<file path="config.mk">
export PLATFORM = sky130hd
export DESIGN_NAME = p2p_packet_prefix_filter_unit
export DESIGN_NICKNAME = d
export VERILOG_FILES = /design/src/design/ppf_pkg.sv /design/src/design/ppf_sig_match.sv /design/src/design/ppf_verdict.sv /design/src/design/p2p_packet_prefix_filter_unit.sv
export SDC_FILE = /design/constraint.sdc
export NUM_CORES = 1
export LEC_CHECK = 0
export BUFFER_PORTS_ARGS = -buffer_cell sky130_fd_sc_hd__buf_2
export CORE_ASPECT_RATIO = 1.25
export CORE_MARGIN = 2
export CORE_UTILIZATION = 26
export CTS_BUF_LIST = sky130_fd_sc_hd__clkbuf_4 sky130_fd_sc_hd__clkbuf_8
export DETAILED_ROUTE_END_ITERATION = 8
export GPL_TIMING_DRIVEN = 0
export HOLD_SLACK_MARGIN = 0.03
export PLACE_DENSITY_LB_ADDON = 0.3
export RECOVER_POWER = 50
export SLEW_MARGIN = 20
export SYNTH_ARGS = -nofsm -noshare
export SYNTH_HDL_FRONTEND = slang
export SYNTH_SLANG_ARGS = --single-unit
</file>
<file path="constraint.sdc">
create_clock -name aclk -period 6 [get_ports aclk]
set_input_delay 0 -clock aclk [delete_from_list [all_inputs] [get_ports aclk]]
set_output_delay 0 -clock aclk [all_outputs]
set_load 0.02 [all_outputs]
</file>
<file path="src/design/ppf_pkg.sv">
package ppf_pkg;

    localparam int PortW   = 16;
    localparam int PosW    = 5;
    localparam int ReasonW = 3;
    localparam int CfgIdxW = 2;
    localparam int NumSig  = 6;

    localparam logic [PosW-1:0] SAT_POSITION = 5'd20;

    localparam logic [PortW-1:0] FIRST_PORT_RESET = 16'd6881;
    localparam logic [PortW-1:0] LAST_PORT_RESET  = 16'd6889;

    // configuration register indexes
    localparam logic [CfgIdxW-1:0] CFG_FIRST_PORT = 2'd0;
    localparam logic [CfgIdxW-1:0] CFG_LAST_PORT  = 2'd1;

    // item kinds and protocol codes
    localparam logic KIND_HEADER = 1'b0;
    localparam logic KIND_BYTE   = 1'b1;

    localparam logic [1:0] PROTO_TCP   = 2'd0;
    localparam logic [1:0] PROTO_UDP   = 2'd1;
    localparam logic [1:0] PROTO_OTHER = 2'd2;
    localparam logic [1:0] PROTO_RSVD  = 2'd3;

    // verdict reasons
    localparam logic [ReasonW-1:0] REASON_NONE      = 3'd0;
    localparam logic [ReasonW-1:0] REASON_PORT      = 3'd1;
    localparam logic [ReasonW-1:0] REASON_HANDSHAKE = 3'd2;
    localparam logic [ReasonW-1:0] REASON_DHT       = 3'd3;
    localparam logic [ReasonW-1:0] REASON_UTP       = 3'd4;
    localparam logic [ReasonW-1:0] REASON_TRACKER   = 3'd5;

    // bit positions in the signature vector
    localparam int SIG_HANDSHAKE = 0;
    localparam int SIG_DHT_Q     = 1;
    localparam int SIG_DHT_R     = 2;
    localparam int SIG_DHT_E     = 3;
    localparam int SIG_UTP       = 4;
    localparam int SIG_TRACKER   = 5;

    localparam logic [PosW-1:0] LEN_HANDSHAKE = 5'd20;
    localparam logic [PosW-1:0] LEN_DHT_QR    = 5'd9;
    localparam logic [PosW-1:0] LEN_DHT_E     = 5'd6;
    localparam logic [PosW-1:0] LEN_UTP       = 5'd20;
    localparam logic [PosW-1:0] LEN_TRACKER   = 5'd8;

    localparam logic [7:0] UTP_SYN_TYPE    = 8'h41;
    localparam logic [7:0] UTP_MAX_EXT     = 8'd2;
    localparam logic [PosW-1:0] UTP_ACK_LO = 5'd18;
    localparam logic [PosW-1:0] UTP_ACK_HI = 5'd19;

    localparam logic [7:0] PAT_HANDSHAKE [20] = '{
        8'h13, 8'h42, 8'h69, 8'h74, 8'h54, 8'h6f, 8'h72, 8'h72, 8'h65, 8'h6e,
        8'h74, 8'h20, 8'h70, 8'h72, 8'h6f, 8'h74, 8'h6f, 8'h63, 8'h6f, 8'h6c};
    localparam logic [7:0] PAT_DHT_Q [9] = '{
        8'h64, 8'h31, 8'h3a, 8'h61, 8'h64, 8'h32, 8'h3a, 8'h69, 8'h64};
    localparam logic [7:0] PAT_DHT_R [9] = '{
        8'h64, 8'h31, 8'h3a, 8'h72, 8'h64, 8'h32, 8'h3a, 8'h69, 8'h64};
    localparam logic [7:0] PAT_DHT_E [6] = '{
        8'h64, 8'h31, 8'h3a, 8'h65, 8'h6c, 8'h69};
    localparam logic [7:0] PAT_TRACKER [8] = '{
        8'h00, 8'h00, 8'h04, 8'h17, 8'h27, 8'h10, 8'h19, 8'h80};

    typedef struct packed {
        logic              client_side;
        logic [1:0]        proto_kind;
        logic              port_hit;
        logic [PosW-1:0]   byte_position;
        logic [NumSig-1:0] sig_alive;
    } pkt_state_t;

endpackage

</file>
<file path="src/design/ppf_sig_match.sv">
module ppf_sig_match
    import ppf_pkg::*;
(
    input  logic [PosW-1:0]   pos,
    input  logic [7:0]        data_byte,
    input  logic [NumSig-1:0] alive,
    output logic [NumSig-1:0] alive_next
);

    logic [NumSig-1:0] miss;

    always_comb begin
        miss = '0;
        if (pos < LEN_HANDSHAKE && PAT_HANDSHAKE[pos] != data_byte) begin
            miss[SIG_HANDSHAKE] = 1'b1;
        end
        if (pos < LEN_DHT_QR && PAT_DHT_Q[pos[3:0]] != data_byte) begin
            miss[SIG_DHT_Q] = 1'b1;
        end
        if (pos < LEN_DHT_QR && PAT_DHT_R[pos[3:0]] != data_byte) begin
            miss[SIG_DHT_R] = 1'b1;
        end
        if (pos < LEN_DHT_E && PAT_DHT_E[pos[2:0]] != data_byte) begin
            miss[SIG_DHT_E] = 1'b1;
        end
        if (pos < LEN_TRACKER && PAT_TRACKER[pos[2:0]] != data_byte) begin
            miss[SIG_TRACKER] = 1'b1;
        end
        // uTP SYN: type byte, extension limit, zero ack field
        if ((pos == '0 && data_byte != UTP_SYN_TYPE) ||
            (pos == PosW'(1) && data_byte > UTP_MAX_EXT) ||
            ((pos == UTP_ACK_LO || pos == UTP_ACK_HI) && data_byte != 8'h00)) begin
            miss[SIG_UTP] = 1'b1;
        end
        alive_next = alive & ~miss;
    end

endmodule

</file>
<file path="src/design/ppf_verdict.sv">
module ppf_verdict
    import ppf_pkg::*;
(
    input  pkt_state_t         pkt,
    output logic               drop,
    output logic [ReasonW-1:0] reason
);

    logic hit_handshake;
    logic hit_dht;
    logic hit_utp;
    logic hit_tracker;

    assign hit_handshake = pkt.sig_alive[SIG_HANDSHAKE] && pkt.byte_position >= LEN_HANDSHAKE;
    assign hit_dht = (pkt.sig_alive[SIG_DHT_Q] && pkt.byte_position >= LEN_DHT_QR) ||
                     (pkt.sig_alive[SIG_DHT_R] && pkt.byte_position >= LEN_DHT_QR) ||
                     (pkt.sig_alive[SIG_DHT_E] && pkt.byte_position >= LEN_DHT_E);
    assign hit_utp     = pkt.sig_alive[SIG_UTP] && pkt.byte_position >= LEN_UTP;
    assign hit_tracker = pkt.sig_alive[SIG_TRACKER] && pkt.byte_position >= LEN_TRACKER;

    always_comb begin
        reason = REASON_NONE;
        if (pkt.client_side) begin
            if (pkt.proto_kind == PROTO_TCP) begin
                priority if (pkt.port_hit) reason = REASON_PORT;
                else if (hit_handshake)    reason = REASON_HANDSHAKE;
            end else if (pkt.proto_kind == PROTO_UDP) begin
                priority if (pkt.port_hit) reason = REASON_PORT;
                else if (hit_dht)          reason = REASON_DHT;
                else if (hit_utp)          reason = REASON_UTP;
                else if (hit_tracker)      reason = REASON_TRACKER;
            end
        end
        drop = (reason != REASON_NONE);
    end

endmodule

</file>
<file path="src/design/p2p_packet_prefix_filter_unit.sv">
// Peer-to-peer packet classifier. Feed one header item per packet, then its
// payload bytes with the last one marked; one drop/reason verdict comes out
// after the last byte, or right after a header that has no payload. Items
// enter an input register, the signature compare and verdict logic run
// between it and the result register, so a new item is taken each cycle
// while the input register is empty or the result register is free or being
// read. A verdict shows on m_valid once it reaches the result register and
// stays there until taken. Write the peer port range (index 0 first port,
// index 1 last port) only while idle.
module p2p_packet_prefix_filter_unit
    import ppf_pkg::*;
(
    input  logic                aclk,
    input  logic                aresetn,

    input  logic                cfg_wr_en,
    input  logic [CfgIdxW-1:0]  cfg_index,
    input  logic [PortW-1:0]    cfg_data,

    input  logic                s_valid,
    output logic                s_ready,
    input  logic                s_kind,
    input  logic                s_from_client,
    input  logic [1:0]          s_protocol,
    input  logic [PortW-1:0]    s_dest_port,
    input  logic                s_has_payload,
    input  logic [7:0]          s_payload_byte,
    input  logic                s_last_byte,

    output logic                m_valid,
    input  logic                m_ready,
    output logic                m_drop,
    output logic [ReasonW-1:0]  m_reason
);

    logic [PortW-1:0] first_port_reg;
    logic [PortW-1:0] last_port_reg;

    // input register
    logic             in_vld_reg;
    logic             kind_reg;
    logic             from_client_reg;
    logic [1:0]       protocol_reg;
    logic [PortW-1:0] dest_port_reg;
    logic             has_payload_reg;
    logic [7:0]       byte_reg;
    logic             last_reg;

    // packet state
    pkt_state_t pkt_reg;
    pkt_state_t pkt_next;
    logic       open_reg;
    logic       open_next;
    logic       emit;

    // result register
    logic               out_vld_reg;
    logic               drop_reg;
    logic [ReasonW-1:0] reason_reg;

    logic               out_free;
    logic               advance;
    logic [NumSig-1:0]  alive_upd;
    logic               v_drop;
    logic [ReasonW-1:0] v_reason;

    assign out_free = !out_vld_reg || m_ready;
    assign advance  = in_vld_reg && out_free;
    assign s_ready  = !in_vld_reg || out_free;

    always_ff @(posedge aclk) begin
        if (!aresetn) begin
            first_port_reg <= FIRST_PORT_RESET;
            last_port_reg  <= LAST_PORT_RESET;
        end else if (cfg_wr_en) begin
            if (cfg_index == CFG_FIRST_PORT) first_port_reg <= cfg_data;
            if (cfg_index == CFG_LAST_PORT)  last_port_reg  <= cfg_data;
        end
    end

    always_ff @(posedge aclk) begin
        if (!aresetn) begin
            in_vld_reg <= 1'b0;
        end else if (s_ready) begin
            in_vld_reg <= s_valid;
        end
    end

    always_ff @(posedge aclk) begin
        if (s_valid && s_ready) begin
            kind_reg        <= s_kind;
            from_client_reg <= s_from_client;
            protocol_reg    <= s_protocol;
            dest_port_reg   <= s_dest_port;
            has_payload_reg <= s_has_payload;
            byte_reg        <= s_payload_byte;
            last_reg        <= s_last_byte;
        end
    end

    ppf_sig_match u_sig_match (
        .pos        (pkt_reg.byte_position),
        .data_byte  (byte_reg),
        .alive      (pkt_reg.sig_alive),
        .alive_next (alive_upd)
    );

    always_comb begin
        pkt_next  = pkt_reg;
        open_next = open_reg;
        emit      = 1'b0;
        if (kind_reg == KIND_HEADER) begin
            pkt_next.client_side   = from_client_reg;
            pkt_next.proto_kind    = (protocol_reg == PROTO_RSVD) ? PROTO_OTHER : protocol_reg;
            pkt_next.port_hit      = dest_port_reg >= first_port_reg &&
                                     dest_port_reg <= last_port_reg;
            pkt_next.byte_position = '0;
            pkt_next.sig_alive     = has_payload_reg ? '1 : '0;
            open_next              = has_payload_reg;
            emit                   = !has_payload_reg;
        end else if (open_reg) begin
            pkt_next.sig_alive = alive_upd;
            if (pkt_reg.byte_position < SAT_POSITION) begin
                pkt_next.byte_position = pkt_reg.byte_position + PosW'(1);
            end
            if (last_reg) begin
                open_next = 1'b0;
                emit      = 1'b1;
            end
        end
    end

    ppf_verdict u_verdict (
        .pkt    (pkt_next),
        .drop   (v_drop),
        .reason (v_reason)
    );

    always_ff @(posedge aclk) begin
        if (!aresetn) begin
            pkt_reg.client_side   <= 1'b0;
            pkt_reg.proto_kind    <= PROTO_OTHER;
            pkt_reg.port_hit      <= 1'b0;
            pkt_reg.byte_position <= '0;
            pkt_reg.sig_alive     <= '0;
            open_reg              <= 1'b0;
        end else if (advance) begin
            pkt_reg  <= pkt_next;
            open_reg <= open_next;
        end
    end

    always_ff @(posedge aclk) begin
        if (!aresetn) begin
            out_vld_reg <= 1'b0;
        end else if (out_free) begin
            out_vld_reg <= advance && emit;
        end
    end

    // hold the verdict until it is taken
    always_ff @(posedge aclk) begin
        if (advance && emit) begin
            drop_reg   <= v_drop;
            reason_reg <= v_reason;
        end
    end

    assign m_valid  = out_vld_reg;
    assign m_drop   = drop_reg;
    assign m_reason = reason_reg;

endmodule

</file>
==> summary.md <==
Headroom to the max-slew limit came out at 27.70%. The power per cell area was 193.6 nW/um^2; the combinational share of power was 13.9%. Synthesis produced a netlist with a net count of 667. The worst register-to-register path begins at pkt_reg[7]. For the CTS H-tree depth, the log shows 3. Sorting the synthesized cells by area gives the leading types as sky130_fd_sc_hd__edfxtp_1 20%, sky130_fd_sc_hd__dfxtp_1 20%, sky130_fd_sc_hd__ha_1 10%, sky130_fd_sc_hd__nand2_1 5.8%, sky130_fd_sc_hd__a21oi_1 4.6%. The maximum number of pins on one net before global-route repair came out at 19. Worst hold-check path type: in2reg.

The tools report the standby leakage power as 2.494 nW. The async set-or-reset flop fraction in the synthesized netlist was 0%; the horizontal die dimension was 129.4 microns. For this configuration, the core starts out at a cell density of 26.43%. The later pin in the worst-skew pair is clocked with a latency of 350 ps. The average wire per standard cell was 15.47 microns; the total number of vias was 4608. Max-cap violations in this run came to 0. Subtracting the final worst setup slack from the clock period gives 3606 ps. Setup slack closes at 2394 ps.

Number of unique standard cell types used by synthesis: 64. The total setup violations reported at the end of the flow was 0; the maximum count of clock buffers along a single path was 2. Of the total power, registers draw 50.9%.

Across the VDD grid, the largest voltage drop is 122.8 uV. The post-synthesis instance total came out at 573. Of the available clock period, the critical path in the final layout requires 60.10%.

TritonCTS built the clock tree. The slew of the pin with the lowest slew margin is 1085 ps, and the core footprint is 19330 sq um. The run gives 0 as the final count of hold timing violations.

The layout filler cell count came out at 2074. The endpoint identified for the worst register-to-register timing path is m_drop. The post-route netlist has 14.16% of its cells at a drive strength greater than 1.

In this run the vertical extent of the chip is 160.7 microns. Clock skew on the completed layout was measured at 15.46 ps. Timing would allow up to 277.3 MHz. In the final layout, flip-flops and latches occupy 2022 sq um. The end point of the most critical hold path is m_valid. The clock net in this run drives a total of 84 sinks.

The total length of routed wires came out at 14.91 mm. The run finished with clean final reports. Summed over all nets, the switching power comes to 327.5 uW.

The synthesis-to-finish area growth works out to 26.28%. After detailed routing, the number of remaining DRC violations is 0. The tools report the aggregate negative setup slack as 0 ps. For the worst setup path, the data arrival time is 3800 ps.

The floorplan step defined a die boundary enclosing 20790 sq um. Routability-driven placement finished with a final weighted congestion of 0.8793. The tools report the root buffer selected by CTS as sky130_fd_sc_hd__clkbuf_8.

The synthesized design contains 34 enable-type register cells. The Yosys step of the flow raised 0 warnings. Prior to clock tree synthesis, the placed netlist has a worst setup slack of 2426 ps.

The design internal power was 921.4 uW. Buffers placed on the I/O ports in this run total 58. The first global-routing pass estimated 23.58 mm of wire. The critical path is of the reg2reg type.

The number of max-slew violations in the final report came out at 0. The area occupied by multi-input gates is 2736 sq um. The fraction of the yosys area taken by sequential cells was 39.58%. Counting cells, the worst reg-to-reg path comes to 11. The logs give 0 for the initial antenna violation count and 788 for the number of nets in the layout. The tools report the kind of capture point of the worst setup path as a register.

For the reg2reg setup slack, the log shows 2390 ps. Of the total power, the clock network draws 35.3%. After synthesis, the mean cell area works out to 8.916 sq um. Total iterations of the first detailed-routing run: 4. Global routing consumed, over all layers together, 14.46% of the routing resources. The fraction of synthesized cell area taken by the top area cell type is 19.99%. Worst path required time: 6190 ps. In the routed layout, each cell is associated on average with a via count of 4.780. The worst hold path depth works out to 4. The mapped netlist covers 5109 sq um. In this run, the number of DRC markers left after iteration 0 of detailed routing was 171. The worst hold path begins at m_ready.

In the synthesized netlist the dominant register cell turns out to be sky130_fd_sc_hd__dfxtp_1. The tools report the total inserted antenna cells as 0. Of all cell types, the one taking the most synthesized area is sky130_fd_sc_hd__edfxtp_1. Setup repair after global routing left no endpoint under its margin. The post-CTS clock slew at the launch and capture registers of the worst setup and hold paths came out at 90 ps. Net switching is 26.23% of the power. The number of nets with antenna violations after routing came out at 0. Clock tree synthesis inserted a total of 9 buffers.

STA classifies the critical path startpoint as a register. For the number of global-route vias before repair, the log shows 4551. Global routing finished with a remaining overflow of 0. The number of placed I/O pins is 59, and the HPWL after detailed placement is 11.10 mm.

The worst-path maximum fanout is 10, and the synthesized flop and latch total is 84. The final-layout worst hold slack is 147.1 ps, and the count of standard-cell rows is 57.
[metal layers]
| layer | part of all wire (%) | GRT usage (%) | vias up |
|---|---|---|---|
| li1 | - | - | 2290 |
| met1 | 41 | 16.87 | 2185 |
| met2 | 54 | 26.41 | 115 |
| met3 | 3.5 | 1.432 | 18 |
| met4 | 2.4 | 6.275 | 0 |
| met5 | 0 | 0 | - |
[worst max-delay path by stage]
stage	endpoint	cells after the start	from
2_1_floorplan	m_drop	12	pkt_reg[7]
3_3_place_gp	m_reason[2]	10	pkt_reg[7]
3_5_place_dp	m_reason[2]	10	pkt_reg[7]
4_1_cts	m_reason[2]	10	pkt_reg[7]
5_1_grt	m_reason[2]	10	pkt_reg[7]
6_report	m_drop	11	pkt_reg[7]
[final cells by class]
| type | instances | area share [%] |
|---|---|---|
| inverter | 42 | 2.483 |
| clock inverter | 5 | 1.009 |
| buffer | 37 | 2.948 |
| clock buffer | 11 | 2.347 |
| sequential | 84 | 31.34 |
| tap | 265 | 5.140 |
| multi-input combinational | 410 | 42.42 |
| timing repair buffer | 110 | 12.32 |
[through the flow]
step           utilization, %  cell area (sq um)  total power, mW  std cells
2_1_floorplan               -               5109           0.7377        573
3_3_place_gp            29.65               5731           0.7959        896
3_5_place_dp            29.80               5759           0.7990        897
4_1_cts                 33.56               6486            1.268        964
5_1_grt                 33.38               6451            1.307        964
6_report                33.38               6451            1.249        964
[synthesized netlist by cell type, types with 4 or more instances]
| cell | instances |
|---|---|
| sky130_fd_sc_hd__mux2i_1 | 7 |
| sky130_fd_sc_hd__a21oi_1 | 47 |
| sky130_fd_sc_hd__a21o_1 | 4 |
| sky130_fd_sc_hd__buf_2 | 11 |
| sky130_fd_sc_hd__o22ai_1 | 4 |
| sky130_fd_sc_hd__buf_6 | 4 |
| sky130_fd_sc_hd__nand3_1 | 11 |
| sky130_fd_sc_hd__nor2b_1 | 6 |
| sky130_fd_sc_hd__xor2_1 | 11 |
| sky130_fd_sc_hd__a31oi_1 | 5 |
| sky130_fd_sc_hd__nor2_1 | 28 |
| sky130_fd_sc_hd__nand2_1 | 79 |
| sky130_fd_sc_hd__nand3b_1 | 5 |
| sky130_fd_sc_hd__nand4b_1 | 4 |
| sky130_fd_sc_hd__o21ai_0 | 23 |
| sky130_fd_sc_hd__or3_1 | 4 |
| sky130_fd_sc_hd__clkbuf_1 | 18 |
| sky130_fd_sc_hd__nor3_1 | 13 |
| sky130_fd_sc_hd__nand2b_1 | 11 |
| sky130_fd_sc_hd__a211oi_1 | 8 |
| sky130_fd_sc_hd__xnor2_1 | 11 |
| sky130_fd_sc_hd__o211ai_1 | 19 |
| sky130_fd_sc_hd__edfxtp_1 | 34 |
| sky130_fd_sc_hd__inv_1 | 41 |
| sky130_fd_sc_hd__ha_1 | 41 |
| sky130_fd_sc_hd__dfxtp_1 | 50 |
| sky130_fd_sc_hd__nor3b_1 | 5 |
| sky130_fd_sc_hd__nand4_1 | 9 |
[power by group through the flow]
stage          clock network [mW]  registers [mW]  logic [mW]
6_report                    0.440           0.636       0.173
5_1_grt                     0.474           0.639       0.194
4_1_cts                     0.456           0.636       0.176
3_5_place_dp                    0           0.649       0.150
3_3_place_gp                    0           0.649       0.147
2_1_floorplan                   0           0.643      0.0947
[worst max-delay path, cell delays in order (launching register included)]
cell and delay (ps):
sky130_fd_sc_hd__dfxtp_1 440, sky130_fd_sc_hd__buf_2 300, sky130_fd_sc_hd__inv_1 170, sky130_fd_sc_hd__ha_1 340
sky130_fd_sc_hd__clkbuf_1 440, sky130_fd_sc_hd__xnor2_1 180, sky130_fd_sc_hd__a21oi_1 90, sky130_fd_sc_hd__o41ai_1 760
sky130_fd_sc_hd__o211ai_1 250, sky130_fd_sc_hd__nor3_1 310, sky130_fd_sc_hd__nor3_2 100, sky130_fd_sc_hd__o31ai_2 70
[placed cells by master, fill, tap and decap left out, types with 3 or more instances in the layout]
cell / synthesis / final
sky130_fd_sc_hd__buf_2: 11 / 61
sky130_fd_sc_hd__inv_1: 41 / 41
sky130_fd_sc_hd__o31ai_1: 3 / 3
sky130_fd_sc_hd__mux2i_1: 7 / 7
sky130_fd_sc_hd__nor3_1: 13 / 13
sky130_fd_sc_hd__nand3_1: 11 / 11
sky130_fd_sc_hd__nand3b_1: 5 / 5
sky130_fd_sc_hd__nor4_1: 3 / 3
sky130_fd_sc_hd__a21oi_1: 47 / 47
sky130_fd_sc_hd__a211oi_1: 8 / 8
sky130_fd_sc_hd__nand4_1: 9 / 9
sky130_fd_sc_hd__edfxtp_1: 34 / 34
sky130_fd_sc_hd__nor3b_1: 5 / 5
sky130_fd_sc_hd__a21o_1: 4 / 4
sky130_fd_sc_hd__o211ai_1: 19 / 19
sky130_fd_sc_hd__o22ai_1: 4 / 4
sky130_fd_sc_hd__xor2_1: 11 / 11
sky130_fd_sc_hd__clkbuf_1: 18 / 27
sky130_fd_sc_hd__dfxtp_1: 50 / 50
sky130_fd_sc_hd__nand2_1: 79 / 79
sky130_fd_sc_hd__dlygate4sd3_1: 0 / 51
sky130_fd_sc_hd__clkbuf_8: 0 / 11
sky130_fd_sc_hd__buf_6: 4 / 4
sky130_fd_sc_hd__or2_2: 3 / 3
sky130_fd_sc_hd__o21a_1: 3 / 3
sky130_fd_sc_hd__nor2b_1: 6 / 6
sky130_fd_sc_hd__ha_1: 41 / 41
sky130_fd_sc_hd__a31oi_1: 5 / 5
sky130_fd_sc_hd__or3_1: 4 / 4
sky130_fd_sc_hd__xnor2_1: 11 / 11
sky130_fd_sc_hd__mux4_2: 3 / 3
sky130_fd_sc_hd__nand4b_1: 4 / 4
sky130_fd_sc_hd__nand2b_1: 11 / 11
sky130_fd_sc_hd__o21ai_0: 23 / 23
sky130_fd_sc_hd__nor2_1: 28 / 28
[kinds of logic (layout without fill, tap and decap cells)]
kind of cell    Yosys count  in the layout  share of synthesized area (%)
xor+xnor                 22             22                          3.772
mux                      10             10                          2.694
buf+inv                  79            205                          6.858
fa+ha+maj                41             41                          10.04
compound gates          139            139                          17.46
flops                    84             84                          39.58
simple gates            198            198                          19.59
[timing repair]
| action | in CTS | in global routing |
|---|---|---|
| endpoints found under the setup margin | 0 | 0 |
| buffers inserted | 0 | 0 |
| gates resized for setup | 0 | 0 |
| hold endpoints to repair | 64 | 0 |
| hold buffers | 51 | 0 |
No activity file was read; power rests on OpenSTA's default activity.
